===== src/rtl/jdm_pkg.sv =====
`default_nettype none
// ----------------------------------------------------------------------------
// jdm_pkg
// shared field widths, register codes, reset values and helpers of the
// joystick to drive duty mixer
// ----------------------------------------------------------------------------
package jdm_pkg;

  localparam int unsigned STICK_W    = 10;
  localparam int unsigned DUTY_W     = 8;
  localparam int unsigned CENTER_W   = 10;
  localparam int unsigned TRIM_W     = 8;
  localparam int unsigned DEAD_W     = 7;
  localparam int unsigned CFG_IDX_W  = 2;
  localparam int unsigned CFG_DATA_W = 10;

  // percent error, sum of errors, scaled numerator
  localparam int unsigned ERR_W = 17;
  localparam int unsigned SUM_W = 18;
  localparam int unsigned MIX_W = 24;
  localparam int unsigned MIXQ_W = 7;

  localparam logic [CFG_IDX_W-1:0] REG_X_CENTER   = 2'd0;
  localparam logic [CFG_IDX_W-1:0] REG_Y_CENTER   = 2'd1;
  localparam logic [CFG_IDX_W-1:0] REG_RIGHT_TRIM = 2'd2;
  localparam logic [CFG_IDX_W-1:0] REG_DEADBAND   = 2'd3;

  localparam logic [CENTER_W-1:0] X_CENTER_RST = 10'd161;
  localparam logic [CENTER_W-1:0] Y_CENTER_RST = 10'd166;
  localparam logic [TRIM_W-1:0]   TRIM_RST     = 8'd243;
  localparam logic [DEAD_W-1:0]   DEAD_RST     = 7'd5;

  localparam logic [ERR_W-1:0] BOOST_NUM = 17'd269;

  typedef enum logic [1:0] {
    CASE_STOP,
    CASE_STRAIGHT,
    CASE_PIVOT,
    CASE_MIXED
  } drive_case_e;

  typedef struct packed {
    logic x_pos;
    logic y_pos;
    logic a_sel;
  } div1_side_t;

  typedef struct packed {
    drive_case_e       mode;
    logic              x_pos;
    logic              y_pos;
    logic [DUTY_W-1:0] lsat;
    logic [DUTY_W-1:0] r1;
    logic              lrev;
    logic              rrev;
  } div2_side_t;

  function automatic logic [DUTY_W-1:0] sat_u8(input logic [24:0] v);
    return (v > 25'd255) ? 8'hFF : v[DUTY_W-1:0];
  endfunction

endpackage

`default_nettype wire


===== src/rtl/jdm_stick_if.sv =====
`default_nettype none
// ----------------------------------------------------------------------------
// jdm_stick_if
// joystick sample channel, one beat per sample
// ----------------------------------------------------------------------------
interface jdm_stick_if import jdm_pkg::*; ();

  logic               valid;
  logic               ready;
  logic [STICK_W-1:0] stick_x;
  logic [STICK_W-1:0] stick_y;

  modport source (output valid, output stick_x, output stick_y, input ready);
  modport sink   (input valid, input stick_x, input stick_y, output ready);

endinterface

`default_nettype wire


===== src/rtl/jdm_duty_if.sv =====
`default_nettype none
// ----------------------------------------------------------------------------
// jdm_duty_if
// motor duty channel, one beat per result
// ----------------------------------------------------------------------------
interface jdm_duty_if import jdm_pkg::*; ();

  logic              valid;
  logic              ready;
  logic [DUTY_W-1:0] left_duty;
  logic [DUTY_W-1:0] right_duty;
  logic              left_reverse;
  logic              right_reverse;

  modport source (output valid, output left_duty, output right_duty,
                  output left_reverse, output right_reverse, input ready);
  modport sink   (input valid, input left_duty, input right_duty,
                  input left_reverse, input right_reverse, output ready);

endinterface

`default_nettype wire


===== src/rtl/jdm_div.sv =====
`default_nettype none
// ----------------------------------------------------------------------------
// jdm_div
// pipelined restoring divider, STEP_W quotient bits per stage, lanes share
// one handshake and carry a sideband word alongside
// ----------------------------------------------------------------------------
module jdm_div #(
  parameter int unsigned LANES  = 1,
  parameter int unsigned NUM_W  = 17,
  parameter int unsigned DEN_W  = 10,
  parameter int unsigned Q_W    = 17,
  parameter int unsigned SIDE_W = 1,
  parameter int unsigned STEP_W = 3
) (
  input  wire logic              clk_i,
  input  wire logic              rst_ni,
  input  wire logic              in_valid_i,
  output logic                   in_ready_o,
  input  wire logic [NUM_W-1:0]  num_i [LANES],
  input  wire logic [DEN_W-1:0]  den_i [LANES],
  input  wire logic [SIDE_W-1:0] side_i,
  output logic                   out_valid_o,
  input  wire logic              out_ready_i,
  output logic [Q_W-1:0]         quo_o [LANES],
  output logic [SIDE_W-1:0]      side_o
);

  localparam int unsigned STAGES = (Q_W + STEP_W - 1) / STEP_W;

  typedef struct packed {
    logic [DEN_W-1:0] rem;
    logic [Q_W-1:0]   low;
  } acc_t;

  function automatic acc_t div_steps(input acc_t a, input logic [DEN_W-1:0] den,
                                     input int unsigned first);
    acc_t           r;
    logic [DEN_W:0] top;
    r = a;
    for (int unsigned j = 0; j < STEP_W; j++) begin
      if (first + j < Q_W) begin
        top = {r.rem, r.low[Q_W-1]};
        if (top >= {1'b0, den}) begin
          r.rem = DEN_W'(top - {1'b0, den});
          r.low = {r.low[Q_W-2:0], 1'b1};
        end else begin
          r.rem = top[DEN_W-1:0];
          r.low = {r.low[Q_W-2:0], 1'b0};
        end
      end
    end
    return r;
  endfunction

  logic              v_q    [STAGES];
  acc_t              acc_q  [STAGES][LANES];
  logic [DEN_W-1:0]  den_q  [STAGES][LANES];
  logic [SIDE_W-1:0] side_q [STAGES];
  logic              rdy    [STAGES+1];

  assign rdy[STAGES] = out_ready_i;
  assign in_ready_o  = rdy[0];

  for (genvar s = 0; s < STAGES; s++) begin : g_stage
    logic              v_in;
    logic [SIDE_W-1:0] side_in;
    acc_t              acc_in [LANES];
    acc_t              acc_nx [LANES];
    logic [DEN_W-1:0]  den_in [LANES];

    assign rdy[s] = !v_q[s] || rdy[s+1];

    if (s == 0) begin : g_head
      assign v_in    = in_valid_i;
      assign side_in = side_i;
      for (genvar l = 0; l < LANES; l++) begin : g_lane
        assign acc_in[l] = '{rem: DEN_W'(num_i[l] >> Q_W), low: num_i[l][Q_W-1:0]};
        assign den_in[l] = den_i[l];
      end
    end else begin : g_body
      assign v_in    = v_q[s-1];
      assign side_in = side_q[s-1];
      for (genvar l = 0; l < LANES; l++) begin : g_lane
        assign acc_in[l] = acc_q[s-1][l];
        assign den_in[l] = den_q[s-1][l];
      end
    end

    for (genvar l = 0; l < LANES; l++) begin : g_calc
      assign acc_nx[l] = div_steps(acc_in[l], den_in[l], s * STEP_W);
    end

    always_ff @(posedge clk_i or negedge rst_ni) begin
      if (!rst_ni) begin
        v_q[s] <= 1'b0;
      end else if (rdy[s]) begin
        v_q[s] <= v_in;
      end
    end

    always_ff @(posedge clk_i) begin
      if (rdy[s]) begin
        side_q[s] <= side_in;
        for (int unsigned l = 0; l < LANES; l++) begin
          acc_q[s][l] <= acc_nx[l];
          den_q[s][l] <= den_in[l];
        end
      end
    end
  end

  assign out_valid_o = v_q[STAGES-1];
  assign side_o      = side_q[STAGES-1];

  for (genvar l = 0; l < LANES; l++) begin : g_out
    assign quo_o[l] = acc_q[STAGES-1][l].low;
  end

endmodule

`default_nettype wire


===== src/rtl/joystick_to_drive_duty_mixer.sv =====
`default_nettype none
// ----------------------------------------------------------------------------
// joystick_to_drive_duty_mixer
// turns a joystick sample into two motor duties and direction bits
// ----------------------------------------------------------------------------
// order: stage a, error divider, stages b to d, mix divider, stage e
// throughput: one sample per cycle while duty_o.ready is high, set by the two
// pipelined dividers (percent error, mix ratio), DIV_STEPS quotient bits a stage
// reset: pipeline valid bits clear, config registers take their reset values
// ----------------------------------------------------------------------------
module joystick_to_drive_duty_mixer import jdm_pkg::*; #(
  parameter int unsigned DIV_STEPS = 3
) (
  input  wire logic                  clk_i,
  input  wire logic                  rst_ni,
  input  wire logic                  cfg_we_i,
  input  wire logic [CFG_IDX_W-1:0]  cfg_idx_i,
  input  wire logic [CFG_DATA_W-1:0] cfg_wdata_i,
  jdm_stick_if.sink                  stick_i,
  jdm_duty_if.source                 duty_o
);

  // configuration
  logic [CENTER_W-1:0] x_center_q;
  logic [CENTER_W-1:0] y_center_q;
  logic [TRIM_W-1:0]   trim_q;
  logic [DEAD_W-1:0]   dead_q;

  always_ff @(posedge clk_i or negedge rst_ni) begin
    if (!rst_ni) begin
      x_center_q <= X_CENTER_RST;
      y_center_q <= Y_CENTER_RST;
      trim_q     <= TRIM_RST;
      dead_q     <= DEAD_RST;
    end else if (cfg_we_i) begin
      case (cfg_idx_i)
        REG_X_CENTER:   x_center_q <= cfg_wdata_i[CENTER_W-1:0];
        REG_Y_CENTER:   y_center_q <= cfg_wdata_i[CENTER_W-1:0];
        REG_RIGHT_TRIM: trim_q     <= cfg_wdata_i[TRIM_W-1:0];
        REG_DEADBAND:   dead_q     <= cfg_wdata_i[DEAD_W-1:0];
        default: ;
      endcase
    end
  end

  // stage ready chain
  logic rdy_a, rdy_b, rdy_c, rdy_d, rdy_e;
  logic d1_in_ready, d1_out_valid;
  logic d2_in_ready, d2_out_valid;

  // stage a: deviation times 100 and divisor
  logic                a_v_q;
  logic [ERR_W-1:0]    a_numx_q, a_numy_q;
  logic [CENTER_W-1:0] a_denx_q, a_deny_q;
  div1_side_t          a_side_q;
  logic [STICK_W-1:0]  diffx, diffy;

  assign rdy_a         = !a_v_q || d1_in_ready;
  assign stick_i.ready = rdy_a;

  always_comb begin
    diffx = (stick_i.stick_x >= x_center_q) ? stick_i.stick_x - x_center_q
                                            : x_center_q - stick_i.stick_x;
    diffy = (stick_i.stick_y >= y_center_q) ? stick_i.stick_y - y_center_q
                                            : y_center_q - stick_i.stick_y;
  end

  always_ff @(posedge clk_i or negedge rst_ni) begin
    if (!rst_ni) begin
      a_v_q <= 1'b0;
    end else if (rdy_a) begin
      a_v_q <= stick_i.valid;
    end
  end

  always_ff @(posedge clk_i) begin
    if (rdy_a) begin
      a_numx_q       <= ERR_W'(ERR_W'(diffx) * ERR_W'(100));
      a_numy_q       <= ERR_W'(ERR_W'(diffy) * ERR_W'(100));
      a_denx_q       <= (x_center_q == '0) ? CENTER_W'(1) : x_center_q;
      a_deny_q       <= (y_center_q == '0) ? CENTER_W'(1) : y_center_q;
      a_side_q.x_pos <= stick_i.stick_x > x_center_q;
      a_side_q.y_pos <= stick_i.stick_y > y_center_q;
      a_side_q.a_sel <= {stick_i.stick_y, 1'b0} <= {1'b0, y_center_q};
    end
  end

  // percent error divider, x and y lanes
  logic [ERR_W-1:0]    d1_num [2];
  logic [CENTER_W-1:0] d1_den [2];
  logic [ERR_W-1:0]    d1_quo [2];
  div1_side_t          d1_side;

  assign d1_num[0] = a_numx_q;
  assign d1_num[1] = a_numy_q;
  assign d1_den[0] = a_denx_q;
  assign d1_den[1] = a_deny_q;

  jdm_div #(
    .LANES  (2),
    .NUM_W  (ERR_W),
    .DEN_W  (CENTER_W),
    .Q_W    (ERR_W),
    .SIDE_W ($bits(div1_side_t)),
    .STEP_W (DIV_STEPS)
  ) u_err_div (
    .clk_i       (clk_i),
    .rst_ni      (rst_ni),
    .in_valid_i  (a_v_q),
    .in_ready_o  (d1_in_ready),
    .num_i       (d1_num),
    .den_i       (d1_den),
    .side_i      (a_side_q),
    .out_valid_o (d1_out_valid),
    .out_ready_i (rdy_b),
    .quo_o       (d1_quo),
    .side_o      (d1_side)
  );

  // stage b: region select
  logic             b_v_q;
  drive_case_e      b_mode_q;
  logic [ERR_W-1:0] b_a_q, b_esel_q;
  logic [SUM_W-1:0] b_sum_q;
  logic             b_xpos_q, b_ypos_q, b_lrev_q, b_rrev_q;

  drive_case_e      mode;
  logic [ERR_W-1:0] ex, ey, dz, a_val, esel;
  logic             lrev, rrev;

  assign rdy_b = !b_v_q || rdy_c;

  always_comb begin
    ex    = d1_quo[0];
    ey    = d1_quo[1];
    dz    = ERR_W'(dead_q);
    a_val = d1_side.a_sel ? ey : ex;
    if (ey > dz && ex < dz) begin
      mode = CASE_STRAIGHT;
    end else if (ex > dz && ey < dz) begin
      mode = CASE_PIVOT;
    end else if (ex > dz && ey > dz) begin
      mode = CASE_MIXED;
    end else begin
      mode = CASE_STOP;
    end
  end

  always_comb begin
    case (mode)
      CASE_STRAIGHT: begin
        esel = ey;
        lrev = !d1_side.y_pos;
        rrev = !d1_side.y_pos;
      end
      CASE_PIVOT: begin
        esel = ex;
        lrev = d1_side.x_pos;
        rrev = !d1_side.x_pos;
      end
      CASE_MIXED: begin
        esel = a_val;
        lrev = !d1_side.y_pos;
        rrev = !d1_side.y_pos;
      end
      default: begin
        esel = ex;
        lrev = 1'b0;
        rrev = 1'b0;
      end
    endcase
  end

  always_ff @(posedge clk_i or negedge rst_ni) begin
    if (!rst_ni) begin
      b_v_q <= 1'b0;
    end else if (rdy_b) begin
      b_v_q <= d1_out_valid;
    end
  end

  always_ff @(posedge clk_i) begin
    if (rdy_b) begin
      b_mode_q <= mode;
      b_a_q    <= a_val;
      b_esel_q <= esel;
      b_sum_q  <= SUM_W'(ex) + SUM_W'(ey);
      b_xpos_q <= d1_side.x_pos;
      b_ypos_q <= d1_side.y_pos;
      b_lrev_q <= lrev;
      b_rrev_q <= rrev;
    end
  end

  // stage c: a times 100, selected error times trim
  logic              c_v_q;
  drive_case_e       c_mode_q;
  logic [MIX_W-1:0]  c_a100_q;
  logic [24:0]       c_prod_q;
  logic [DUTY_W-1:0] c_lsat_q;
  logic [SUM_W-1:0]  c_sum_q;
  logic              c_xpos_q, c_ypos_q, c_lrev_q, c_rrev_q;

  assign rdy_c = !c_v_q || rdy_d;

  always_ff @(posedge clk_i or negedge rst_ni) begin
    if (!rst_ni) begin
      c_v_q <= 1'b0;
    end else if (rdy_c) begin
      c_v_q <= b_v_q;
    end
  end

  always_ff @(posedge clk_i) begin
    if (rdy_c) begin
      c_mode_q <= b_mode_q;
      c_a100_q <= MIX_W'(MIX_W'(b_a_q) * MIX_W'(100));
      c_prod_q <= 25'(b_esel_q) * 25'(trim_q);
      c_lsat_q <= sat_u8(25'(b_esel_q));
      c_sum_q  <= b_sum_q;
      c_xpos_q <= b_xpos_q;
      c_ypos_q <= b_ypos_q;
      c_lrev_q <= b_lrev_q;
      c_rrev_q <= b_rrev_q;
    end
  end

  // stage d: mix numerator and trimmed duty
  logic             d_v_q;
  logic [MIX_W-1:0] d_num_q;
  logic [SUM_W-1:0] d_sum_q;
  div2_side_t       d_side_q;
  logic [31:0]      a100_trim;

  assign rdy_d     = !d_v_q || d2_in_ready;
  assign a100_trim = 32'(c_a100_q) * 32'(trim_q);

  always_ff @(posedge clk_i or negedge rst_ni) begin
    if (!rst_ni) begin
      d_v_q <= 1'b0;
    end else if (rdy_d) begin
      d_v_q <= c_v_q;
    end
  end

  always_ff @(posedge clk_i) begin
    if (rdy_d) begin
      d_num_q        <= c_xpos_q ? a100_trim[31:8] : c_a100_q;
      d_sum_q        <= c_sum_q;
      d_side_q.mode  <= c_mode_q;
      d_side_q.x_pos <= c_xpos_q;
      d_side_q.y_pos <= c_ypos_q;
      d_side_q.lsat  <= c_lsat_q;
      d_side_q.r1    <= sat_u8(25'(c_prod_q[24:8]));
      d_side_q.lrev  <= c_lrev_q;
      d_side_q.rrev  <= c_rrev_q;
    end
  end

  // mix ratio divider
  logic [MIX_W-1:0]  d2_num [1];
  logic [SUM_W-1:0]  d2_den [1];
  logic [MIXQ_W-1:0] d2_quo [1];
  div2_side_t        d2_side;

  assign d2_num[0] = d_num_q;
  assign d2_den[0] = d_sum_q;

  jdm_div #(
    .LANES  (1),
    .NUM_W  (MIX_W),
    .DEN_W  (SUM_W),
    .Q_W    (MIXQ_W),
    .SIDE_W ($bits(div2_side_t)),
    .STEP_W (DIV_STEPS)
  ) u_mix_div (
    .clk_i       (clk_i),
    .rst_ni      (rst_ni),
    .in_valid_i  (d_v_q),
    .in_ready_o  (d2_in_ready),
    .num_i       (d2_num),
    .den_i       (d2_den),
    .side_i      (d_side_q),
    .out_valid_o (d2_out_valid),
    .out_ready_i (rdy_e),
    .quo_o       (d2_quo),
    .side_o      (d2_side)
  );

  // stage e: backward boost and output register
  logic              e_v_q;
  logic [DUTY_W-1:0] e_left_q, e_right_q;
  logic              e_lrev_q, e_rrev_q;
  logic [DUTY_W-1:0] left_d, right_d, boost, q8;
  logic [ERR_W-1:0]  boost_prod;

  assign rdy_e      = !e_v_q || duty_o.ready;
  assign boost_prod = ERR_W'(d2_side.r1) * BOOST_NUM;
  assign boost      = sat_u8(25'(boost_prod[ERR_W-1:8]));
  assign q8         = DUTY_W'(d2_quo[0]);

  always_comb begin
    case (d2_side.mode)
      CASE_STRAIGHT: begin
        left_d  = d2_side.lsat;
        right_d = d2_side.y_pos ? d2_side.r1 : boost;
      end
      CASE_PIVOT: begin
        left_d  = d2_side.lsat;
        right_d = d2_side.r1;
      end
      CASE_MIXED: begin
        left_d  = d2_side.x_pos ? d2_side.lsat : q8;
        right_d = d2_side.x_pos ? q8 : d2_side.r1;
      end
      default: begin
        left_d  = '0;
        right_d = '0;
      end
    endcase
  end

  always_ff @(posedge clk_i or negedge rst_ni) begin
    if (!rst_ni) begin
      e_v_q <= 1'b0;
    end else if (rdy_e) begin
      e_v_q <= d2_out_valid;
    end
  end

  always_ff @(posedge clk_i) begin
    if (rdy_e) begin
      e_left_q  <= left_d;
      e_right_q <= right_d;
      e_lrev_q  <= d2_side.lrev;
      e_rrev_q  <= d2_side.rrev;
    end
  end

  assign duty_o.valid         = e_v_q;
  assign duty_o.left_duty     = e_left_q;
  assign duty_o.right_duty    = e_right_q;
  assign duty_o.left_reverse  = e_lrev_q;
  assign duty_o.right_reverse = e_rrev_q;

endmodule

`default_nettype wire

===== src/flat_wrapper.sv =====
// flat-port wrapper written by rule: the top's interface ports become plain ports
module joystick_to_drive_duty_mixer_flat import jdm_pkg::*;
#(
  parameter int unsigned DIV_STEPS = 3
)
  (clk_i, rst_ni, cfg_we_i, cfg_idx_i, cfg_wdata_i, stick_i_valid, stick_i_stick_x, stick_i_stick_y, stick_i_ready, duty_o_valid, duty_o_left_duty, duty_o_right_duty, duty_o_left_reverse, duty_o_right_reverse, duty_o_ready);
  jdm_stick_if stick_i_i ();
  jdm_duty_if duty_o_i ();
  input  wire logic clk_i;
  input  wire logic rst_ni;
  input  wire logic cfg_we_i;
  input  wire logic [CFG_IDX_W-1:0] cfg_idx_i;
  input  wire logic [CFG_DATA_W-1:0] cfg_wdata_i;
  input wire logic [$bits(stick_i_i.valid)-1:0] stick_i_valid;
  input wire logic [$bits(stick_i_i.stick_x)-1:0] stick_i_stick_x;
  input wire logic [$bits(stick_i_i.stick_y)-1:0] stick_i_stick_y;
  output wire logic [$bits(stick_i_i.ready)-1:0] stick_i_ready;
  output wire logic [$bits(duty_o_i.valid)-1:0] duty_o_valid;
  output wire logic [$bits(duty_o_i.left_duty)-1:0] duty_o_left_duty;
  output wire logic [$bits(duty_o_i.right_duty)-1:0] duty_o_right_duty;
  output wire logic [$bits(duty_o_i.left_reverse)-1:0] duty_o_left_reverse;
  output wire logic [$bits(duty_o_i.right_reverse)-1:0] duty_o_right_reverse;
  input wire logic [$bits(duty_o_i.ready)-1:0] duty_o_ready;
  assign stick_i_i.valid = stick_i_valid;
  assign stick_i_i.stick_x = stick_i_stick_x;
  assign stick_i_i.stick_y = stick_i_stick_y;
  assign stick_i_ready = stick_i_i.ready;
  assign duty_o_valid = duty_o_i.valid;
  assign duty_o_left_duty = duty_o_i.left_duty;
  assign duty_o_right_duty = duty_o_i.right_duty;
  assign duty_o_left_reverse = duty_o_i.left_reverse;
  assign duty_o_right_reverse = duty_o_i.right_reverse;
  assign duty_o_i.ready = duty_o_ready;
  joystick_to_drive_duty_mixer #(.DIV_STEPS(DIV_STEPS)) u_core (.clk_i(clk_i), .rst_ni(rst_ni), .cfg_we_i(cfg_we_i), .cfg_idx_i(cfg_idx_i), .cfg_wdata_i(cfg_wdata_i), .stick_i(stick_i_i), .duty_o(duty_o_i));
endmodule

===== config.mk =====
export PLATFORM = sky130hd
export DESIGN_NAME = joystick_to_drive_duty_mixer_flat
export DESIGN_NICKNAME = d
export VERILOG_FILES = /design/src/rtl/jdm_pkg.sv /design/src/rtl/jdm_stick_if.sv /design/src/rtl/jdm_duty_if.sv /design/src/rtl/jdm_div.sv /design/src/rtl/joystick_to_drive_duty_mixer.sv /design/src/flat_wrapper.sv
export SDC_FILE = /design/constraint.sdc
export NUM_CORES = 2
export LEC_CHECK = 0
export ABC_CLOCK_PERIOD_IN_PS = 10300
export BUFFER_PORTS_ARGS = -buffer_cell sky130_fd_sc_hd__buf_2
export CAP_MARGIN = 20
export CORE_ASPECT_RATIO = 1.5
export CORE_MARGIN = 4
export CORE_UTILIZATION = 59
export CTS_CLUSTER_DIAMETER = 30
export DETAILED_ROUTE_END_ITERATION = 7
export HOLD_SLACK_MARGIN = 0.06
export PLACE_DENSITY = 0.83
export RECOVER_POWER = 25
export SLEW_MARGIN = 20
export SYNTH_ARGS = -nofsm -noshare
export SYNTH_HDL_FRONTEND = slang
export SYNTH_SLANG_ARGS = --single-unit

===== constraint.sdc =====
create_clock -name clk_i -period 10.3 [get_ports clk_i]
set_clock_uncertainty 0.15 [all_clocks]
set_input_delay 2.06 -clock clk_i [delete_from_list [all_inputs] [get_ports clk_i]]
set_output_delay 2.06 -clock clk_i [all_outputs]
set_load 0.1 [all_outputs]

# == After elaboration in Yosys (flattened, before gate mapping) ==
# Memory sizes are Yosys's and may differ from the RTL's.
# Index checks and enable logic that the tools add are counted.
# totals
wordCells,293
output_inout_bits,20
inputBits,37
reg_bits,321
memories,6
ramBits,657
# memory_table
name,depth,width,rd,rd_clocked_by_memory_dff,wr,line,source
u_core.u_err_div.acc_q,6,54,6,0,6,jdm_div.sv:56,acc_t acc_q [STAGES][LANES];
u_core.u_err_div.den_q,6,20,5,0,6,jdm_div.sv:57,logic [DEN_W-1:0] den_q [STAGES][LANES];
u_core.u_mix_div.acc_q,3,25,3,0,3,jdm_div.sv:56,
u_core.u_mix_div.side_q,3,22,3,0,3,jdm_div.sv:58,logic [SIDE_W-1:0] side_q [STAGES];
u_core.u_mix_div.den_q,3,18,2,0,3,jdm_div.sv:57,
u_core.u_err_div.side_q,6,3,6,0,6,jdm_div.sv:58,
# op_classes
reduce_logical,42
mul,6
mux,75
n_lt_le_gt_ge,53
add_sub_neg,46
n_eq_ne,9
# op_table
operator,count
27-bit two-way mux,34
10-bit subtractor,36
11-bit by 10-bit greater-or-equal comparator with 1-bit output,32
25-bit two-way mux,7
18-bit subtractor,7
19-bit by 18-bit greater-or-equal comparator with 1-bit output,6
17-bit by 7-bit > comparator with 1-bit output,2
"17-bit by 8-bit > comparator with 1-bit output, second input constant",2
17-bit by 7-bit < comparator with 1-bit output,2
17-bit case mux with 2 select lines,1
8-bit two-way mux,4
"10-bit by 5-bit multiplier with 15-bit output, second input constant",2
22-bit by 8-bit multiplier with 30-bit output,1
17-bit by 8-bit multiplier with 25-bit output,1
24-bit two-way mux,1
8-bit case mux with 3 select lines,1
"17-bit by 5-bit multiplier with 22-bit output, second input constant",1
1-bit by 10-bit greater-or-equal comparator with 1-bit output,2
10-bit greater-or-equal comparator,2
10-bit > comparator,2
10-bit logical NOT,2
10-bit two-way mux,2
1-bit by 10-bit subtractor with 10-bit output,2
17-bit by 17-bit adder with 18-bit output,1
17 further kinds,78

# == Depth between registers and ports, before layout ==
# depth
word_depth,16
ltp_mapped,40
mapped_depth_nobuf,35

# == By module ==
# From an unflattened synthesis, not the netlist that was laid out.
# hier_totals
hier_cells,6413
area_unflattened_um2,69555.5
# modules_own_cells
mod,n_inst,area_per_inst_um2,seq_area_each_um2,cells_per_inst
jdm_div at u_core.u_err_div,1,30643.1,12822.3,2786
joystick_to_drive_duty_mixer,1,27141.0,8947.3,2515
jdm_div at u_core.u_mix_div,1,11771.3,4849.7,1112

# == Least setup slack after synthesis ==
# No wires, ideal clock.
# synth_path
path_type,input-to-output
start,input port duty_o_ready
end,output port stick_i_ready
slack_ns,-1.209
cell_stages,9
t_required_ns,8.090
arrival_time_ns,9.299
path_buffers,0
cell_sequence,nor2b_1 > nand2_1 > nor2_1 > nand2_1 > nor2_1 > and2_1 > nand3_1 > inv_1 > nand3_1
# synth_lines
item,line,source
from (decl),flat_wrapper.sv:23,input wire logic [$bits(duty_o_i.ready)-1:0] duty_o_ready;
to (decl),flat_wrapper.sv:17,output wire logic [$bits(stick_i_i.ready)-1:0] stick_i_ready;

==> impl_metrics.toml <==
[route]
firstDrtPassIters = 6
drc = 0
via_count = 47614
wl_per_cell_um = 19.5
drtIter0Drc = 2758
drtAntennaViolNets = 0
viasPerCell = 6.02
wl_um = 154000

[global_route]
grt-ovfl-total = 0
grt_pass1_wl_um = 250000
grt_pass1_vias = 50596
track_usage_pct = 25.5
grt_max_degree = 76
antenna_found_initial = 1

[cts]
insertion_delay_ps = 790
cts_buffer_depth = 3
clockRootBuffer = "clkbuf_16"
cts_tree = "built"
cts_inserted_buffers = 121
path_clk_slew_ps = 70
cts.sinks = 874
htreeDepth = 3
cts_setup_buffers = 0

[sta]
drv_slew = 0
hold_violations = 0
max-slew-margin-rel_pct = 30.7
min_period_ps = 9550
worst_pin_slew_ps = 1040
fmax_mhz = 105
finalSetupViolCount = 0
finalSetupTns_ps = 0
fin_crit_sh_pct = 92.7
rsz0062_at_grt = "no"

[worst_setup_path]
path_max_fanout = 17
cp_top_family = "compound AO/OA/AOI/OAI gates"
end_kind = "flop"
worst_ep_required_time_ps = 10620
slowest_stage = "and2_1"
cpPeakStageDelay_ps = 530
crit_buf_inv = 3
crit_type = "flop to flop"
critPathLaunchType = "flop"
critPathArrivalTime_ps = 9870

[placement]
dp_hpwl_um = 118000
port_buffers = 56
gp_congestion = 0.960

[finish]
fillers = 8250
area_growth_pct = 9.13
fin_nets = 7438
antenna_cells = 0
layout-drive-gt1-share_pct = 10.4

[synth]
synthMuxAreaShare_pct = 6.01
synth_ff_type = "edfxtp_1"
syn_area_mm2 = 0.0673
synth_top_cell_by_area = "edfxtp_1"
yosys.area_share.adder_pct = 22.7
synth.area.top_cells = "edfxtp_1, ha_1, fa_1"
async_flop_share_pct = 5.61
synth-seq-area-share_pct = 38.7
ys_ff_latch = 874
yosys.area_share.simple_pct = 10.6
synthXorXnorAreaFrac_pct = 5.02
synth-warning-count = 0
synthDominantCellAreaShare_pct = 36.8
synth_cells = 6282
synth_top_family_by_area = "adder cells"
avgSynthCellArea_um2 = 10.7
synth_edf_count = 825
synth_nets = 7374
synth_compound_area_share_pct = 11.7
yosysUniqueCellTypes = 97

[run_status]
outcome = "finished, final reports clean"

[floorplanning]
dieArea_mm2 = 0.120
initial_core_util_pct = 59.5
core_area_mm2 = 0.113
dieHeight_um = 422
fp-row-count = 151
ios = 57
die-width_um = 284

[worst_hold_path]
hp-class = "flop to flop"

[flow_run]
drv_cap = 0
==> per-stage QoR <==
stage          hold slack [ps]  area [um2]  instances  util, %  worst slack [ps]
2_1_floorplan              250       67300       6282        -               323
5_1_grt                    224       73500       7906     64.9               103
4_1_cts                    217       73400       7904     64.9               693
6_report                   218       73500       7906     64.9               749
3_3_place_gp               250       69100       7674     61.1               837
3_5_place_dp               255       69100       7674     61.1               732
==> layer usage <==
metal | GRT usage, % | wire [um] | vias to the layer above
li1 | - | - | 22382
met1 | 25.5 | 53400 | 23086
met2 | 48.9 | 83000 | 1501
met3 | 2.99 | 6140 | 645
met4 | 17.4 | 11300 | 0
met5 | 0 | 0 | -
==> cells in the mapped netlist, drive strengths merged, types with 34 or more instances <==
| cell type | instances |
|---|---|
| a21o | 159 |
| mux2 | 289 |
| fa | 276 |
| clkbuf | 114 |
| a21oi | 314 |
| nand2 | 421 |
| o21bai | 46 |
| nor2b | 118 |
| o21a | 68 |
| edfxtp | 825 |
| dfrtp | 34 |
| nand3 | 61 |
| and2 | 147 |
| mux2i | 79 |
| a31oi | 34 |
| xor2 | 113 |
| nand2b | 81 |
| buf | 38 |
| xnor2 | 273 |
| nor2 | 314 |
| inv | 788 |
| nor3 | 101 |
| a211oi | 38 |
| nand4 | 92 |
| ha | 779 |
| o21ai | 294 |
| or2 | 34 |
==> sequential cells by signal (all words and copies together), names as in the netlist, 10 cells and up <==
| name | flops |
|---|---|
| u_core.a_denx_q | 10 |
| u_core.a_deny_q | 10 |
| u_core.a_numx_q | 15 |
| u_core.a_numy_q | 15 |
| u_core.b_a_q | 17 |
| u_core.b_esel_q | 17 |
| u_core.b_sum_q | 18 |
| u_core.c_a100_q | 22 |
| u_core.c_prod_q | 17 |
| u_core.c_sum_q | 18 |
| u_core.d2_den | 18 |
| u_core.d2_num | 24 |
| u_core.d_side_q | 22 |
| u_core.u_err_div.acc_q | 284 |
| u_core.u_err_div.den_q | 100 |
| u_core.u_err_div.side_q | 18 |
| u_core.u_mix_div.acc_q | 57 |
| u_core.u_mix_div.den_q | 36 |
| u_core.u_mix_div.side_q | 66 |
| u_core.x_center_q | 10 |
| u_core.y_center_q | 10 |
==> cells in the final DEF, fill, tap and decap left out, types with 117 or more instances in the layout <==
cell type,instances
o21ai_0,274
and2_1,147
inv_1,782
edfxtp_1,825
clkbuf_16,121
fa_1,276
nand2_1,417
a21oi_1,310
nor2b_1,117
xnor2_1,273
ha_1,779
a21o_1,159
nor2_1,313
mux2_2,264
==> timing repair <==
action | 4_1_cts | 5_1_grt
endpoints found under the hold margin | 0 | 0
gates resized for setup | 0 | 1
hold buffers | 0 | 0
endpoints found under the setup margin | 0 | 1
==> path summary, 6_finish.rpt <==
| check | startpoint | end | slack (ps) | depth (start not counted) |
|---|---|---|---|---|
| hold / removal | u_core.u_mix_div.side_q[0][0]$_DFFE_PP_ | u_core.u_mix_div.side_q[0][22]$_DFFE_PP_ | 220 | 0 |
| min in group asynchronous | rst_ni | u_core.x_center_q[6]$_DFFE_PN0P_ | 1280 | 2 |
| setup reg to reg | u_core.u_err_div.den_q[1][1]$_DFFE_PP_ | u_core.u_err_div.acc_q[3][23]$_DFFE_PP_ | 750 | 32 |
| setup / recovery | u_core.u_err_div.den_q[1][1]$_DFFE_PP_ | u_core.u_err_div.acc_q[3][23]$_DFFE_PP_ | 750 | 32 |
| max in group asynchronous | rst_ni | u_core.d_v_q$_DFFE_PN0P_ | 8220 | 2 |
| hold reg to reg | u_core.u_mix_div.side_q[0][0]$_DFFE_PP_ | u_core.u_mix_div.side_q[0][22]$_DFFE_PP_ | 220 | 0 |
==> logic make-up after synthesis <==
logic type / Yosys count
compound gates: 1202
xor+xnor: 386
fa+ha+maj: 1055
buf+inv: 940
flops: 874
mux: 368
simple gates: 1457
==> final cells by class <==
| cell class | count | area, um2 | area share (%) |
|---|---|---|---|
| multi-input combinational | 4468 | 37800 | 51.5 |
| timing repair buffer | 93 | 559 | 0.761 |
| clock inverter | 102 | 1250 | 1.71 |
| tap | 1453 | 1820 | 2.47 |
| clock buffer | 128 | 3050 | 4.16 |
| sequential | 874 | 26000 | 35.4 |
| inverter | 788 | 2960 | 4.03 |
Power is not shown: default switching activity piles up to over one toggle a cycle in this logic, so the estimate is an artifact.
